`src/hdl/sfc_pkg.sv`:
```
// ----------------------------------------------------------------------------
// sfc_pkg
// Shared types, widths, register codes and reset values of the sphere
// frustum cull test.
// ----------------------------------------------------------------------------
`default_nettype none

package sfc_pkg;

  // default coordinate format, Q13.8 in 21 bits
  localparam int COORD_FRAC_BITS_DEF = 8;
  localparam int COORD_WIDTH_DEF     = 21;

  // fixed field widths
  localparam int AXIS_W   = 16;
  localparam int AXES_W   = 3 * AXIS_W;
  localparam int TAN_W    = 24;
  localparam int RATIO_W  = 16;
  localparam int FACTOR_W = 16;
  localparam int SCALE_W  = 12;

  // fraction bits of the fixed formats
  localparam int TAN_FRAC    = 16;
  localparam int RATIO_FRAC  = 12;
  localparam int FACTOR_FRAC = 12;
  localparam int AXIS_FRAC   = 14;
  localparam int SQRT2_FRAC  = 30;

  // sqrt(2) as unsigned Q1.30
  localparam int SQRT2_W = 31;
  localparam logic [SQRT2_W-1:0] SQRT2_Q30 = 31'd1518500250;

  // configuration port
  localparam int DATA_W = 64;
  localparam int ADDR_W = 6;
  localparam int IDX_W  = 3;
  localparam int IDX_LSB = 3;

  // register indexes
  typedef enum logic [IDX_W-1:0] {
    REG_CAMERA = 3'd0,
    REG_RIGHT  = 3'd1,
    REG_UP     = 3'd2,
    REG_VIEW   = 3'd3,
    REG_TAN    = 3'd4,
    REG_RATIO  = 3'd5,
    REG_FACTOR = 3'd6
  } reg_idx_t;

  // reset values
  localparam logic [AXES_W-1:0]   RIGHT_RST  = 48'h0000_0000_4000;
  localparam logic [AXES_W-1:0]   UP_RST     = 48'h0000_4000_0000;
  localparam logic [AXES_W-1:0]   VIEW_RST   = 48'h4000_0000_0000;
  localparam logic [TAN_W-1:0]    TAN_RST    = 24'h01_0000;
  localparam logic [RATIO_W-1:0]  RATIO_RST  = 16'h1000;
  localparam logic [FACTOR_W-1:0] FACTOR_RST = 16'h1000;

  // camera set-up held by the register file
  typedef struct packed {
    logic [AXES_W-1:0]   right_axis;
    logic [AXES_W-1:0]   up_axis;
    logic [AXES_W-1:0]   view_axis;
    logic [TAN_W-1:0]    tan_half_fov;
    logic [RATIO_W-1:0]  aspect_ratio;
    logic [FACTOR_W-1:0] sphere_factor;
  } cam_cfg_t;

endpackage

`default_nettype wire

```
`src/hdl/sfc_regs.sv`:
```
// ----------------------------------------------------------------------------
// sfc_regs
// APB-style register file holding the camera position, axes and cone set-up.
// ----------------------------------------------------------------------------
`default_nettype none

module sfc_regs #(
  parameter int COORD_WIDTH = sfc_pkg::COORD_WIDTH_DEF
) (
  input  wire logic                         clk,
  input  wire logic                         rst,
  input  wire logic                         psel,
  input  wire logic                         penable,
  input  wire logic                         pwrite,
  input  wire logic [sfc_pkg::ADDR_W-1:0]   paddr,
  input  wire logic [sfc_pkg::DATA_W-1:0]   pwdata,
  output logic      [sfc_pkg::DATA_W-1:0]   prdata,
  output logic                              pready,
  output logic      [3*COORD_WIDTH-1:0]     camera_position,
  output sfc_pkg::cam_cfg_t                 cfg
);
  import sfc_pkg::*;

  localparam int CAM_W = 3 * COORD_WIDTH;

  reg_idx_t idx;
  logic     wr_en;

  assign pready = 1'b1;
  assign idx    = reg_idx_t'(paddr[IDX_LSB +: IDX_W]);
  assign wr_en  = psel && penable && pwrite && pready;

  // register writes, unknown indexes ignored
  always_ff @(posedge clk) begin
    if (rst) begin
      camera_position   <= '0;
      cfg.right_axis    <= RIGHT_RST;
      cfg.up_axis       <= UP_RST;
      cfg.view_axis     <= VIEW_RST;
      cfg.tan_half_fov  <= TAN_RST;
      cfg.aspect_ratio  <= RATIO_RST;
      cfg.sphere_factor <= FACTOR_RST;
    end else if (wr_en) begin
      case (idx)
        REG_CAMERA: camera_position   <= pwdata[CAM_W-1:0];
        REG_RIGHT:  cfg.right_axis    <= pwdata[AXES_W-1:0];
        REG_UP:     cfg.up_axis       <= pwdata[AXES_W-1:0];
        REG_VIEW:   cfg.view_axis     <= pwdata[AXES_W-1:0];
        REG_TAN:    cfg.tan_half_fov  <= pwdata[TAN_W-1:0];
        REG_RATIO:  cfg.aspect_ratio  <= pwdata[RATIO_W-1:0];
        REG_FACTOR: cfg.sphere_factor <= pwdata[FACTOR_W-1:0];
        default: ;
      endcase
    end
  end

  // read back
  always_comb begin
    case (idx)
      REG_CAMERA: prdata = DATA_W'(camera_position);
      REG_RIGHT:  prdata = DATA_W'(cfg.right_axis);
      REG_UP:     prdata = DATA_W'(cfg.up_axis);
      REG_VIEW:   prdata = DATA_W'(cfg.view_axis);
      REG_TAN:    prdata = DATA_W'(cfg.tan_half_fov);
      REG_RATIO:  prdata = DATA_W'(cfg.aspect_ratio);
      REG_FACTOR: prdata = DATA_W'(cfg.sphere_factor);
      default:    prdata = '0;
    endcase
  end

endmodule

`default_nettype wire

```
`config.mk`:
```
export PLATFORM = sky130hd
export DESIGN_NAME = sfc_regs
export DESIGN_NICKNAME = d
export VERILOG_FILES = /design/src/hdl/sfc_pkg.sv /design/src/hdl/sfc_regs.sv
export SDC_FILE = /design/constraint.sdc
export NUM_CORES = 1
export LEC_CHECK = 0
export BUFFER_PORTS_ARGS = -buffer_cell sky130_fd_sc_hd__buf_2
export CAP_MARGIN = 10
export CORE_AREA = 3 3 161 163
export CTS_CLUSTER_SIZE = 28
export DETAILED_ROUTE_END_ITERATION = 8
export DIE_AREA = 0 0 164 166
export PLACE_DENSITY = 0.76
export SLEW_MARGIN = 20
export SYNTH_ARGS = -nofsm -noshare
export SYNTH_HDL_FRONTEND = slang
export SYNTH_SLANG_ARGS = --single-unit
```
`constraint.sdc`:
```
create_clock -name clk -period 1.55 [get_ports clk]
set_input_delay 0.0775 -clock clk [delete_from_list [all_inputs] [get_ports clk]]
set_output_delay 0.0775 -clock clk [all_outputs]
set_load 0.1 [all_outputs]
```
==> impl_results.md <==
- Outcome: finished, violations left
- Failing checks: setup timing
- Initial Utilization: 50.8%
- Worst-Margin Slew: 0.546 ns
- Layout Utilization: 80.4%
- #FFs+latches synth: 263
- Layout Cells excl Fill: 2090
- Layout cells sized above 1: 54.5%
- Cell Area, Synth: 0.0124 mm^2
- Final instance area: 0.0197 mm^2
- # H-tree levels: 1
- Gr usage total: 32.3%
- Fin. Hold Viols: 0
- CTS Root Cell: clkbuf_16
- Top cell type's share of synthesized area: 42.4%
- Detailed placement HPWL: 30.7 mm
- Depth of the worst register-to-register path: 4
- Post-DR vias/cell: 5.73
- DR vias: 12000
- Nets: 1821
- Syn nets: 1305
- Critical Path RT: 1.47 ns
- Vias in the first global route: 12500
- Filler Cell Count: 1472
- Site Rows: 57
- Synth area leader: dfxtp_1
- Chip height: 166 um
- Setup Skew: 0 ns
- Max VDD drop: 0.000712 V
- Worst hold stages: 5
- Reg area: 0.00616 mm^2
- Sw frac: 27.2%
- Hold endpoint: camera_position[8]$_SDFFE_PP0P_
- Worst r2r src: camera_position[33]$_SDFFE_PP0P_
- RSZ-0062 raised after global routing: yes
- CTS Buffer Depth: 3
- Reg power frac: 42.9%
- Achievable frequency: 570 MHz
- CTS clk-pin slew, worst paths: 0.06 ns
- TritonCTS clock tree: yes
- Gpl congestion: 0.836
- Crit path kind: reg -> out
- Unique masters post-synth: 31
- # diodes: 0
- Syn_area_per_cell: 10.1 um^2
- DR iter-0 viols: 991
- CP max stage cell: dfxtp_4
- Number of top-level pins: 403
- Switching power: 4.11 mW
- I/O Buffers: 396
- Initial DRT Pass Iterations: 5
- Max-cap viol count: 0
- Post-Syn Instances: 1230
- Die area: 0.0272 mm^2
- Comb pwr share: 15.4%
- Min-Delay Startpoint: penable
- Power per Cell Area: 769 mW/mm^2
- # DRC: 0
- Area Overhead vs Synth: 58.2%
- WL final: 45.7 mm
- CTS buffer count: 27
- Pleak: 9.36 nW
- Hold_ws: 0.276 ns
- Arrival @ worst endpoint: 1.68 ns
- Hold crit path type: in -> reg
- Die width: 164 um
- Placed cells: 1896
- CP Max Fanout: 2
- Crit end category: output pin
- Setup ws final: -0.204 ns
- Core area: 0.0245 mm^2
- Dpl cell area: 0.0174 mm^2
- Antenna violations before repair: 1
- R2R Setup Slk: 0.24 ns
- CP peak stage delay: 0.35 ns
- WL/cell: 21.9 um
- Grt ovf: 0
- Int Pwr: 11.0 mW
- Rel. slew slack: 63.8%
- Clk sinks: 263
- Fin. max-slew vios: 0
- End of the worst register-to-register path: camera_position[33]$_SDFFE_PP0P_
- Clk pwr share: 41.7%
- Register area share after synthesis: 42.4%
- Setup TNS: -6.61 ns
- Top post-synthesis cells by area: dfxtp_1, mux2i_1, nand2b_1, mux4_2, nand3_1
- Final setup violation count: 40
- Period utilization: 113%
- Startpoint types: flip-flop
- Syn. warnings: 0
- Fin crit period: 1.75 ns
- Post-route ant nets: 0
- Cell Chain, Critical Path: mux2i_1 -> o221a_2 -> a221oi_4 -> buf_12
- Pin count of the biggest net entering global routing: 61
- Insertion delay of the later-clocked pin in the worst-skew pair: 0.52 ns
- First-pass GRT wire length: 70.5 mm
- Multi-input gate area in the final layout: 0.00725 mm^2
-- area by class of cell --
type | instances | share of cell area [%]
well taps | 324 | 2.06
clock inverters | 4 | 0.236
multi-input cells | 836 | 36.9
repair buffers | 602 | 25.0
flip-flops and latches | 263 | 31.4
clock buffers | 45 | 4.14
inverters | 16 | 0.306
-- critical path: cells and delay by family, from the launching register on --
kind	cells	cell delay, ns
AO/OA/AOI/OAI	2	0.52
multiplexers	1	0.08
buffers and inverters	1	0.21
flip-flops	1	0.35
-- through the flow --
stage / worst slack [ns] / power (mW)
6_report: -0.204 / 15.1
3_3_place_gp: 0.0113 / 8.71
3_5_place_dp: -0.0147 / 8.73
4_1_cts: -0.238 / 15.1
2_1_floorplan: -0.271 / 8.09
5_1_grt: -0.267 / 15.5
-- cell families (layout without fill, tap and decap cells) --
kind of cell / after synthesis / count (layout) / share of synthesized area, %
AO/OA/AOI/OAI: 174 / 174 / 8.70
buffers and inverters: 131 / 667 / 5.51
flip-flops: 263 / 263 / 42.4
multiplexers: 280 / 280 / 25.0
other: 2 / 2 / 0.0605
AND/OR/NAND/NOR: 380 / 380 / 18.4
-- timing repair --
action | in CTS | in global routing
pin swaps | 9 | 2
endpoints found under the hold margin | 232 | 0
setup buffers | 69 | 10
resized for setup | 16 | 20
setup endpoints to repair | 46 | 47
hold buffers | 66 | 0
cloned | 0 | 0
-- layout by cell type (no fill, tap or decap), types with 9 or more instances in the layout --
cell type / count
nor2_1: 11
nand3_1: 63
dlygate4sd3_1: 66
clkbuf_16: 28
a21oi_1: 63
nor2b_4: 25
nand2b_1: 243
o21ai_0: 63
buf_2: 328
clkbuf_1: 12
and2_2: 15
dfxtp_2: 23
buf_12: 83
dfxtp_4: 232
a221oi_4: 16
o221a_2: 9
inv_1: 11
buf_4: 119
mux2i_1: 248
mux4_2: 24
-- flip-flops by register name, indices dropped and copies added, names as in the netlist --
signal,count
cfg,200
camera_position,63
-- Yosys cell counts --
cell type	instances
a21oi_1	63
a221oi_1	16
a22oi_1	8
and2_1	16
and3b_1	1
and4_1	1
and4b_1	1
buf_1	1
buf_2	24
buf_4	15
buf_6	14
clkbuf_1	60
clkbuf_2	1
conb_1	2
dfxtp_1	263
inv_1	16
mux2i_1	256
mux4_2	24
nand2_1	8
nand2_2	3
nand2_4	2
nand2b_1	243
nand3_1	64
nand4b_1	1
nor2_1	11
nor2_4	2
nor2b_1	26
o21ai_0	63
o221a_2	16
o221ai_1	8
or2_1	1
-- metal layers --
| layer | part of all wire [%] | global-route usage (%) | wire [um] | vias to the layer above |
|---|---|---|---|---|
| li1 | - | - | - | 5354 |
| met1 | 39 | 39.2 | 17600 | 5908 |
| met2 | 50 | 56.8 | 22900 | 573 |
| met3 | 7.1 | 4.96 | 3220 | 131 |
| met4 | 4.2 | 13.2 | 1900 | 2 |
| met5 | 0.028 | 0 | 13 | - |
-- worst max path at each step --
stage | from | endpoint | slack [ns] | depth (start not counted)
2_1_floorplan | cfg[24]$_SDFFE_PP0P_ | prdata[8] | -0.27 | 3
3_3_place_gp | paddr[5] | prdata[15] | 0.01 | 6
3_5_place_dp | paddr[5] | prdata[14] | -0.01 | 6
4_1_cts | cfg[28]$_SDFFE_PP1P_ | prdata[12] | -0.24 | 4
5_1_grt | cfg[166]$_SDFFE_PP1P_ | prdata[14] | -0.27 | 4
6_report | cfg[166]$_SDFFE_PP1P_ | prdata[14] | -0.20 | 4
-- power groups by stage --
stage               clock network (mW)  logic, mW  registers (mW)
floorplan                            0       1.11            6.98
global placement                     0       2.08            6.63
detailed placement                   0       2.10            6.63
CTS                               6.38       2.28            6.48
global route                      6.65       2.41            6.48
finish                            6.31       2.32            6.48
Note: power is estimated with default switching activity, not from simulation.
